## config.mk

```make
export PLATFORM = sky130hd
export DESIGN_NAME = paged_address_translator_core
export DESIGN_NICKNAME = d
export VERILOG_FILES = /design/src/design/pat_pkg.sv /design/src/design/pat_divider.sv /design/src/design/pat_frame_table.sv /design/src/design/pat_out_fifo.sv /design/src/design/paged_address_translator_core.sv
export SDC_FILE = /design/constraint.sdc
export NUM_CORES = 2
export LEC_CHECK = 0
export BUFFER_PORTS_ARGS = -buffer_cell sky130_fd_sc_hd__buf_4
export CAP_MARGIN = 40
export CELL_PAD_IN_SITES_DETAIL_PLACEMENT = 0
export CELL_PAD_IN_SITES_GLOBAL_PLACEMENT = 1
export CORE_UTILIZATION = 42
export DETAILED_ROUTE_END_ITERATION = 12
export GPL_TIMING_DRIVEN = 1
export PLACE_DENSITY_LB_ADDON = 0.1
export REMOVE_ABC_BUFFERS = 1
export SKIP_CTS_REPAIR_TIMING = 1
export SLEW_MARGIN = 25
export SYNTH_ARGS = -nofsm -noshare
export SYNTH_HDL_FRONTEND = slang
export SYNTH_MEMORY_MAX_BITS = 65536
export SYNTH_SLANG_ARGS = --single-unit
```

## constraint.sdc

```tcl
create_clock -name clk -period 6.9 [get_ports clk]
set_clock_uncertainty 0.2 [all_clocks]
set_input_delay 1.035 -clock clk [delete_from_list [all_inputs] [get_ports clk]]
set_output_delay 1.035 -clock clk [all_outputs]
set_load 0.005 [all_outputs]
```

## src/design/pat_pkg.sv

```systemverilog
// shared types and constants for the paged address translator
// no dependencies; used by every module of the block

package pat_pkg;

  localparam int TABLE_DEPTH = 128;
  localparam int ADDR_W      = 16;
  localparam int DIV_STEPS   = ADDR_W;
  // result queue depth, power of two, larger than the pipeline latency
  localparam int OUT_DEPTH   = 32;

  localparam logic CMD_WRITE     = 1'b0;
  localparam logic CMD_TRANSLATE = 1'b1;

  localparam logic CFG_PAGE_SIZE    = 1'b0;
  localparam logic CFG_PROCESS_SIZE = 1'b1;

  typedef struct packed {
    logic        command;
    logic [6:0]  page_index;
    logic [7:0]  frame_value;
    logic [15:0] logical_address;
  } item_t;

  typedef struct packed {
    item_t       item;
    logic [15:0] quot;
    logic [15:0] rem;
  } div_work_t;

  typedef struct packed {
    logic        wr_en;
    logic        rd_en;
    logic [15:0] addr;
    logic [7:0]  wdata;
  } tbl_req_t;

  typedef struct packed {
    logic [15:0] page_number;
    logic [15:0] page_offset;
    logic [7:0]  frame_number;
    logic [23:0] physical_address;
    logic        out_of_range;
  } result_t;

endpackage

```

## src/design/pat_divider.sv

```systemverilog
// pipelined restoring divider, one quotient bit per stage
// carries the whole item alongside; depends on pat_pkg

module pat_divider (
  input  logic                clk,
  input  logic                rst,
  input  logic                in_valid,
  input  pat_pkg::item_t      in_item,
  input  logic [15:0]         divisor,
  output logic                out_valid,
  output pat_pkg::div_work_t  out_work
);

  localparam int N = pat_pkg::DIV_STEPS;

  function automatic pat_pkg::div_work_t div_step(input pat_pkg::div_work_t w,
                                                  input logic [15:0] d,
                                                  input logic dbit);
    logic [16:0]        trial;
    pat_pkg::div_work_t r;
    r     = w;
    trial = {w.rem, dbit};
    if (trial >= {1'b0, d}) begin
      r.rem  = 16'(trial - {1'b0, d});
      r.quot = {w.quot[14:0], 1'b1};
    end else begin
      r.rem  = trial[15:0];
      r.quot = {w.quot[14:0], 1'b0};
    end
    return r;
  endfunction

  logic [N-1:0]        st_valid;
  pat_pkg::div_work_t  st_work [N];
  pat_pkg::div_work_t  src_work [N];

  always_ff @(posedge clk) begin
    if (rst) begin
      st_valid <= '0;
    end else begin
      st_valid <= {st_valid[N-2:0], in_valid};
    end
  end

  for (genvar k = 0; k < N; k++) begin : g_step
    if (k == 0) begin : g_first
      assign src_work[k] = '{item: in_item, quot: '0, rem: '0};
    end else begin : g_next
      assign src_work[k] = st_work[k-1];
    end

    always_ff @(posedge clk) begin
      st_work[k] <= div_step(src_work[k], divisor,
                             src_work[k].item.logical_address[N-1-k]);
    end
  end

  assign out_valid = st_valid[N-1];
  assign out_work  = st_work[N-1];

endmodule

```

## src/design/pat_frame_table.sv

```systemverilog
// frame table: single-port synchronous ram, registered read
// one access per cycle, write or read; depends on pat_pkg

module pat_frame_table #(
  parameter int TABLE_DEPTH = pat_pkg::TABLE_DEPTH
) (
  input  logic               clk,
  input  pat_pkg::tbl_req_t  req,
  output logic [7:0]         rd_data
);

  localparam int AW = (TABLE_DEPTH > 1) ? $clog2(TABLE_DEPTH) : 1;

  logic [7:0] mem [TABLE_DEPTH];

  always_ff @(posedge clk) begin
    if (req.wr_en) begin
      mem[req.addr[AW-1:0]] <= req.wdata;
    end
    if (req.rd_en) begin
      rd_data <= mem[req.addr[AW-1:0]];
    end
  end

endmodule

```

## src/design/pat_out_fifo.sv

```systemverilog
// result queue between the translate pipeline and the output channel
// head entry is shown directly; depends on pat_pkg

module pat_out_fifo (
  input  logic              clk,
  input  logic              rst,
  input  logic              push,
  input  pat_pkg::result_t  wdata,
  input  logic              pop,
  output logic              valid,
  output pat_pkg::result_t  rdata
);

  localparam int PW = $clog2(pat_pkg::OUT_DEPTH);
  localparam int CW = $clog2(pat_pkg::OUT_DEPTH + 1);

  pat_pkg::result_t q [pat_pkg::OUT_DEPTH];
  logic [PW-1:0]    wr_ptr;
  logic [PW-1:0]    rd_ptr;
  logic [CW-1:0]    count;

  always_ff @(posedge clk) begin
    if (push) begin
      q[wr_ptr] <= wdata;
    end
  end

  always_ff @(posedge clk) begin
    if (rst) begin
      wr_ptr <= '0;
      rd_ptr <= '0;
      count  <= '0;
    end else begin
      if (push) begin
        wr_ptr <= wr_ptr + 1'b1;
      end
      if (pop) begin
        rd_ptr <= rd_ptr + 1'b1;
      end
      count <= count + CW'(push) - CW'(pop);
    end
  end

  assign valid = (count != '0);
  assign rdata = q[rd_ptr];

endmodule

```

## src/design/paged_address_translator_core.sv

```systemverilog
// paged address translator, top level
// depends on pat_pkg, pat_divider, pat_frame_table, pat_out_fifo
//
// input channel (in_valid / in_stall) takes one item per cycle while in_stall
// is low: command 0 writes frame_value into the frame table at page_index
// (ignored beyond the table depth, no result), command 1 translates
// logical_address and gives one result on the output channel (out_valid /
// out_stall). page_size and process_size are written through cfg_write /
// cfg_index / cfg_data; the user must write them only while no item is in
// flight, the block itself does not enforce this. throughput is one item per
// cycle while in_stall is low. a translation passes through the divider
// pipeline (one quotient bit per stage), then a registered frame table ram
// read alongside the range check, then the frame times page size multiply-add
// into the result queue. the result queue holds 32 items; in_stall rises when
// 32 translations are accepted and not yet taken, so a stalled receiver fills
// the queue first and the pipeline itself never stops. writes reach the ram in
// order with translations in the same pipeline stage, so no forwarding is needed.
// reset (rst, synchronous) empties the pipeline and queue and sets
// page_size to 1 and process_size to 0; frame table contents are undefined
// until written.

module paged_address_translator_core #(
  parameter int TABLE_DEPTH = pat_pkg::TABLE_DEPTH
) (
  input  logic        clk,
  input  logic        rst,
  input  logic        cfg_write,
  input  logic        cfg_index,
  input  logic [15:0] cfg_data,
  input  logic        in_valid,
  output logic        in_stall,
  input  logic        command,
  input  logic [6:0]  page_index,
  input  logic [7:0]  frame_value,
  input  logic [15:0] logical_address,
  output logic        out_valid,
  input  logic        out_stall,
  output logic [15:0] page_number,
  output logic [15:0] page_offset,
  output logic [7:0]  frame_number,
  output logic [23:0] physical_address,
  output logic        out_of_range
);

  localparam int CW = $clog2(pat_pkg::OUT_DEPTH + 1);
  localparam logic [15:0] DEPTH16 = 16'(TABLE_DEPTH);

  logic [15:0] page_size;
  logic [15:0] process_size;

  always_ff @(posedge clk) begin
    if (rst) begin
      page_size    <= 16'd1;
      process_size <= 16'd0;
    end else if (cfg_write) begin
      case (cfg_index)
        pat_pkg::CFG_PAGE_SIZE:    page_size    <= cfg_data;
        pat_pkg::CFG_PROCESS_SIZE: process_size <= cfg_data;
        default: ;
      endcase
    end
  end

  logic               in_accept;
  logic               out_pop;
  logic [CW-1:0]      credits;
  pat_pkg::item_t     in_item;

  assign in_stall  = (credits == CW'(pat_pkg::OUT_DEPTH));
  assign in_accept = in_valid && !in_stall;
  assign out_pop   = out_valid && !out_stall;
  assign in_item   = '{command: command, page_index: page_index,
                       frame_value: frame_value, logical_address: logical_address};

  always_ff @(posedge clk) begin
    if (rst) begin
      credits <= '0;
    end else begin
      credits <= credits + CW'(in_accept && command == pat_pkg::CMD_TRANSLATE)
                         - CW'(out_pop);
    end
  end

  logic               dv;
  pat_pkg::div_work_t dw;

  pat_divider u_div (
    .clk       (clk),
    .rst       (rst),
    .in_valid  (in_accept),
    .in_item   (in_item),
    .divisor   (page_size),
    .out_valid (dv),
    .out_work  (dw)
  );

  // range check: page_number < ceil(process/page) iff page_number*page < process
  logic              ps_zero;
  logic              err_d;
  logic [15:0]       widx;
  logic              is_write;
  logic              is_xlate;
  pat_pkg::tbl_req_t tbl_req;
  logic [7:0]        rd_data;

  assign ps_zero  = (page_size == '0);
  assign widx     = {9'b0, dw.item.page_index};
  assign is_write = dv && dw.item.command == pat_pkg::CMD_WRITE;
  assign is_xlate = dv && dw.item.command == pat_pkg::CMD_TRANSLATE;
  assign err_d    = ps_zero || (dw.quot >= DEPTH16)
                 || ((dw.item.logical_address - dw.rem) >= process_size);

  always_comb begin
    tbl_req.wr_en = is_write && (widx < DEPTH16);
    tbl_req.rd_en = is_xlate && !err_d;
    tbl_req.addr  = is_write ? widx : dw.quot;
    tbl_req.wdata = dw.item.frame_value;
  end

  pat_frame_table #(
    .TABLE_DEPTH (TABLE_DEPTH)
  ) u_tbl (
    .clk     (clk),
    .req     (tbl_req),
    .rd_data (rd_data)
  );

  logic        m_valid;
  logic [15:0] m_pnum;
  logic [15:0] m_poff;
  logic        m_err;

  always_ff @(posedge clk) begin
    if (rst) begin
      m_valid <= 1'b0;
    end else begin
      m_valid <= is_xlate;
    end
  end

  always_ff @(posedge clk) begin
    m_pnum <= ps_zero ? '0 : dw.quot;
    m_poff <= ps_zero ? '0 : dw.rem;
    m_err  <= err_d;
  end

  logic [7:0]       m_frame;
  logic [23:0]      m_prod;
  pat_pkg::result_t res;
  pat_pkg::result_t head;

  assign m_frame = m_err ? 8'd0 : rd_data;
  assign m_prod  = {16'b0, m_frame} * {8'b0, page_size};

  always_comb begin
    res.page_number      = m_pnum;
    res.page_offset      = m_poff;
    res.frame_number     = m_frame;
    res.physical_address = m_err ? 24'd0 : m_prod + {8'b0, m_poff};
    res.out_of_range     = m_err;
  end

  pat_out_fifo u_fifo (
    .clk   (clk),
    .rst   (rst),
    .push  (m_valid),
    .wdata (res),
    .pop   (out_pop),
    .valid (out_valid),
    .rdata (head)
  );

  assign page_number      = head.page_number;
  assign page_offset      = head.page_offset;
  assign frame_number     = head.frame_number;
  assign physical_address = head.physical_address;
  assign out_of_range     = head.out_of_range;

`ifndef SYNTHESIS
  a_credit_in_flight: assert property (@(posedge clk) disable iff (rst)
    m_valid |-> credits != '0)
    else $error("translation in flight without a credit");

  a_ram_single_port: assert property (@(posedge clk) disable iff (rst)
    !(tbl_req.wr_en && tbl_req.rd_en))
    else $error("frame table write and read in one cycle");

  a_ram_addr_range: assert property (@(posedge clk) disable iff (rst)
    (tbl_req.wr_en || tbl_req.rd_en) |-> tbl_req.addr < DEPTH16)
    else $error("frame table access beyond depth");

  a_error_zeroes: assert property (@(posedge clk) disable iff (rst)
    out_valid && out_of_range |-> frame_number == '0 && physical_address == '0)
    else $error("error result carries a frame or address");
`endif

endmodule

```

# After elaboration in Yosys (flattened, before gate mapping)
# Memory sizes are Yosys's and may differ from the RTL's. A register that Yosys moved wholly into a read port is not among the register bits.
# Cells that the tools add are included.
dict set report classes {
  n_lt_le_gt_ge 19
  bitwise 2
  n_eq_ne 1
  n_mux 25
  reduce_logical 16
  add_sub_neg 24
  n_mul 1
}
# op n
set ops {}
lappend ops {{17-bit two-way mux} 16}
lappend ops {{16-bit subtractor} 16}
lappend ops {{17-bit by 16-bit greater-or-equal comparator with 1-bit output} 15}
lappend ops {{24-bit by 16-bit adder with 24-bit output} 1}
lappend ops {{8-bit by 16-bit multiplier with 24-bit output} 1}
lappend ops {{24-bit two-way mux} 1}
lappend ops {{1-bit by 16-bit greater-or-equal comparator with 1-bit output} 1}
lappend ops {{16-bit greater-or-equal comparator} 1}
lappend ops {{16-bit by 8-bit greater-or-equal comparator with 1-bit output (second input constant)} 1}
lappend ops {{16-bit logical NOT} 1}
lappend ops {{1-bit by 16-bit subtractor with 16-bit output} 1}
lappend ops {{6-bit by 1-bit adder with 6-bit output} 2}
lappend ops {{6-bit by 1-bit subtractor with 6-bit output} 2}
lappend ops {{5-bit by 1-bit adder with 5-bit output (second input constant)} 2}
lappend ops {{5-bit two-way mux} 2}
lappend ops {{7-bit by 8-bit < comparator with 1-bit output (second input constant)} 1}
lappend ops {{8-bit two-way mux} 1}
lappend ops {{1-bit logical AND} 7}
lappend ops {{7-bit two-way mux} 1}
lappend ops {{6-bit == test (second input constant)} 1}
lappend ops {{6-bit nonzero test} 1}
lappend ops {{1-bit two-way mux} 4}
lappend ops {{2-bit AND reduction} 2}
lappend ops {{1-bit logical NOT} 3}
lappend ops {{other kinds (2)} 4}
dict set report word_totals {
  output_inout_bits 67
  inputBits 54
  ramBits 4128
  reg_bits 104
  word_cells 102
  n_memories 3
}
# name depth width rd rd_clocked_by_memory_dff wr line
set memory_table {}
lappend memory_table {u_fifo.q 32 65 1 1 1 pat_out_fifo.sv:17} ;# pat_pkg::result_t q [pat_pkg::OUT_DEPTH];
lappend memory_table {u_div.st_work 16 64 16 0 16 pat_divider.sv:34} ;# pat_pkg::div_work_t st_work [N];
lappend memory_table {u_tbl.mem 128 8 1 1 1 pat_frame_table.sv:14} ;# logic [7:0] mem [TABLE_DEPTH];

# Longest topological paths before layout
dict set report logic_depth {
  word_depth 6
  depth_mapped 22
  mapped_depth_nobuf 21
}

# Cells and area by module
# From an unflattened synthesis, not the netlist that was laid out.
dict set report hier_totals {
  cells_unflattened 10106
  area_unflattened_um2 161687.6
}
# mod cells_per_inst area_each_um2 seq_area_each_um2 instances
set by_module_without_submodules {}
lappend by_module_without_submodules {pat_out_fifo 3713 80121.8 62880.3 1}
lappend by_module_without_submodules {pat_frame_table 2475 40513.9 30989.7 1}
lappend by_module_without_submodules {pat_divider 2885 32523.7 18417.7 1}
lappend by_module_without_submodules {paged_address_translator_core 1033 8528.2 1441.4 1}

# Least setup slack after synthesis
# No wires, ideal clock.
dict set report synth_path {
  path_type {reg2reg}
  startpoint {register m_err}
  endpoint {memory u_fifo.q[0][23] in the netlist's numbering (data pin)}
  path_stages_with_launch 22
  n_path_buf 2
  period_less_slack_ns 7.421
  path_slack_ns -0.521
  arrival_time_ns 6.870
  required_ns 6.349
  setup_ns 0.351
  cell_sequence {dfxtp_1 > clkbuf_1 > nor2b_1 > clkbuf_1 > nand2_1 > fa_1 > fa_1 > inv_1 > fa_1 > inv_1 > fa_1 > inv_1 > ha_1 > nor3_1 > nor3_1 > a2111oi_1 > o21ai_0 > a41o_1 > o41ai_2 > o21ai_1 > xnor2_1 > nor2_1}
}
# item line
set synth_rtl {}
lappend synth_rtl {{start: declaration} paged_address_translator_core.sv:131} ;# logic m_err;
lappend synth_rtl {{start signal: assignment} paged_address_translator_core.sv:144} ;# m_err <= err_d;
lappend synth_rtl {{end: declaration} pat_out_fifo.sv:17}

==> run_results.csv <==
group,metric,value,unit
yosys,synthFlopType,"edfxtp_1",
clock_network,clockBufferDepth,4,
sta,max_freq,154,MHz
final_layout,final_cells,14681,
grt,grt_max_degree,135,
yosys,ys_types,84,
clock_network,numCtsBuffers,430,
setup_path,cp_num_buf_inv,4,
sta,fin_crit,6.48,ns
clock_network,htreeDepth,5,
power_and_ir_drop,powerDensity,389,mW/mm2
final_layout,postLayoutCoreUtil,0.488,
setup_path,cpMaxStageDelayCell,"nor2b_2",
setup_path,cp_cell_sequence,"nor2b_4 -> nand2_1 -> fa_1 -> fa_1 -> inv_1 -> fa_1 -> inv_1 -> fa_1 -> inv_1 -> ha_1 -> o21a_1 -> o31a_1 -> o41a_1 -> nor4_1 -> o31ai_1 -> o41a_1 -> a31o_2 -> xor2_1 -> nor2b_2 -> buf_6",
sta,tightestPinTransition,1.21,ns
yosys,syn_area_per_cell,18.3,um2
min_path,hold_path_class,"in2reg",
yosys,synth_edf_count,3112,
setup_path,cp-end-kind,"register",
routing,post-route-drc-count,0,
final_layout,nets,9820,
floorplan,die_w,618,um
clock_network,cts.clk_slew.worst_paths,0.06,ns
yosys,ys_ff_latch,4125,
sta,rsz0062_at_grt,"false",
grt,grt.overflow.total,0,
clock_network,clock_latency,0.99,ns
placed_design,port_buffers,120,
floorplan,coreArea,0.377,mm2
power_and_ir_drop,ir_worst_vdd,255,uV
setup_path,cpPeakStageDelay,0.61,ns
grt,antenna_found_initial,29,
floorplan,die_h,618,um
routing,drt_pass1_iterations,5,
run_status,status,"finished clean",
power_and_ir_drop,power,71500,uW
sta,setup_viol,0,
clock_network,cts_num_sinks,4125,
sta,setup_ws,0.422,ns
final_layout,fillerInstances,31201,
placed_design,place_congestion,0.796,
grt,grt_use_total,0.217,
sta,hold_viol,0,
routing,first_iter_violations,7276,
floorplan,start_util,0.423,
setup_path,path_delay_family,"adder cells",
placed_design,dp_slack,0.341,ns
routing,antenna_left,0,
flow_run,cap_violations,0,
yosys,yosysSeqAreaShare,0.714,
routing,viasPerCell,5.51,
setup_path,cp_max_fo,17,
sta,drv_slew,0,
routing,wire_per_inst,28.6,um
power_and_ir_drop,leakagePower,0.0615,uW
floorplan,die-area,0.382,mm2
clock_network,clock-root-buffer,"clkbuf_16",
setup_path,worst_setup_path_start_kind,"register",
routing,vias,80882,
grt,grt_pass1_wl,599,mm
floorplan,io_pins,121,
floorplan,row_count,225,
placed_design,hpwl,243,mm
setup_path,cp.required,7.50,ns
final_layout,syn2layout_area_growth,15.3,%
yosys,yosys_warnings,0,
setup_path,cpMostUsedCell,"fa_1",
routing,routed_wl,419,mm
final_layout,layout-drive-gt1-share,0.238,
final_layout,ff_latch_area,0.114,mm2
setup_path,path_class,"reg2reg",
sta,whs,0.0709,ns
yosys,ys_async_sr_fraction,0,
grt,grt_pass1_vias,82521,
yosys,synth_area,0.159,mm2
sta,fin_crit_sh,0.939,
final_layout,multi_input_area,0.0434,mm2
yosys,netlist_instances,8715,
setup_path,cp.arrival,7.08,ns
sta,max_slew_margin,0.191,
placed_design,dp_cells,13775,
clock_network,cts_tree,"yes",
cells by family (layout without fill, tap and decap cells):
family / count (synthesis) / in the layout / synth area share
other: 0 / 9 / 0
buffers and inverters: 657 / 1620 / 0.0170
DFF: 4125 / 4125 / 0.714
AOI/OAI and AO/OA: 875 / 875 / 0.0362
and+or+nand+nor: 1256 / 1256 / 0.0369
adders and majority gates: 456 / 456 / 0.0414
muxes: 1116 / 1116 / 0.142
xor gates and xnor gates: 230 / 230 / 0.0126
routing by layer:
layer | GRT usage | up-vias | share of wire | wire [um]
met5 | 0 | - | 0.00011 | 47
met4 | 0.0560 | 6 | 0.026 | 10800
met3 | 0.0252 | 565 | 0.047 | 19800
met2 | 0.363 | 2210 | 0.49 | 206000
met1 | 0.303 | 42783 | 0.44 | 183000
li1 | - | 35318 | - | -
worst paths after layout:
| check | start | to | slack, ns | cells past startpoint |
|---|---|---|---|---|
| worst max-delay path | m_err | u_fifo.q[3][22] | 0.42 | 20 |
| worst min-delay path | logical_address[15] | u_div.st_work[0][47] | 0.07 | 1 |
| worst max register to register | m_err | u_fifo.q[3][22] | 0.42 | 20 |
| worst min register to register | u_div.st_work[1][284] | u_div.st_work[1][349] | 0.09 | 0 |
worst register-to-register path: cells and delay by family (launching register included):
family | cells | cell delay, ns
adders and majority gates | 5 | 2.35
and+or+nand+nor | 4 | 1.45
AOI/OAI and AO/OA | 6 | 1.40
DFF | 1 | 0.43
buffers and inverters | 4 | 0.40
xor gates and xnor gates | 1 | 0.12
cell type report:
cell class	instances	share of cell area
multi-input cells	3933	0.236
repair buffers	502	0.0273
clock buffers	565	0.0640
flip-flops and latches	4125	0.619
diodes	9	0.000123
clock inverters	235	0.0124
inverters	318	0.00650
well taps	4994	0.0340
synthesized netlist by cell type, types with 98 or more instances:
cell / count / share of area
a21oi_1: 265 / 0.0083
clkbuf_1: 209 / 0.0049
dfxtp_1: 1013 / 0.13
edfxtp_1: 3112 / 0.59
fa_1: 118 / 0.015
ha_1: 338 / 0.027
inv_1: 318 / 0.0075
mux2_2: 149 / 0.011
mux4_2: 897 / 0.13
nand2_1: 369 / 0.0087
nor2_1: 407 / 0.0096
nor2b_1: 98 / 0.0038
o21ai_0: 192 / 0.0060
xnor2_1: 149 / 0.0082
registers in the layout (all words and copies together) (netlist names), 16 cells and up, named ones only:
register	cells
u_div.st_work	904
process_size	16
u_tbl.mem	1024
page_size	16
u_div.st_valid	16
m_pnum	16
u_fifo.q	2080
m_poff	16
report_power, final:
| part | leakage, uW | total, uW | internal [uW] | switching, uW |
|---|---|---|---|---|
| Sequential | 0.0366 | 29900 | 28800 | 1010 |
| Combinational | 0.0179 | 18700 | 8500 | 10200 |
| Clock | 0.00691 | 23000 | 13300 | 9660 |
metrics by stage:
step	cell area [um2]	setup TNS (ns)
3_3_place_gp	168000	0
5_1_grt	184000	0
6_report	184000	0
3_5_place_dp	169000	0
4_1_cts	183000	0
2_1_floorplan	158000	-3059.39
cell usage in the layout, fill, tap and decap left out, types with 20 or more instances in the layout:
master | Yosys | layout
clkbuf_8 | 0 | 32
clkbuf_16 | 0 | 437
clkinv_2 | 0 | 84
buf_6 | 15 | 20
mux2i_1 | 39 | 37
nand3_1 | 56 | 53
bufinv_16 | 0 | 35
xor2_1 | 81 | 81
nor2b_1 | 98 | 81
inv_1 | 318 | 316
dlygate4sd3_1 | 0 | 31
dfxtp_1 | 1013 | 994
mux4_2 | 897 | 897
o21ai_0 | 192 | 191
nand2_1 | 369 | 369
o21a_1 | 40 | 40
ha_1 | 338 | 338
a21o_1 | 61 | 61
fa_1 | 118 | 118
a31oi_1 | 34 | 33
mux2_2 | 149 | 149
a22oi_1 | 84 | 84
a21oi_1 | 265 | 264
nand4_1 | 44 | 44
nor2_4 | 0 | 37
nor3_1 | 65 | 62
a21boi_0 | 21 | 21
clkbuf_1 | 209 | 88
xnor2_1 | 149 | 149
clkinv_1 | 0 | 77
buf_12 | 0 | 55
edfxtp_1 | 3112 | 3112
and2_1 | 89 | 87
buf_4 | 21 | 352
nand2b_1 | 33 | 32
mux2_1 | 30 | 30
nor2_1 | 407 | 361
or3_1 | 24 | 24
(Power assumes the default switching activity.)
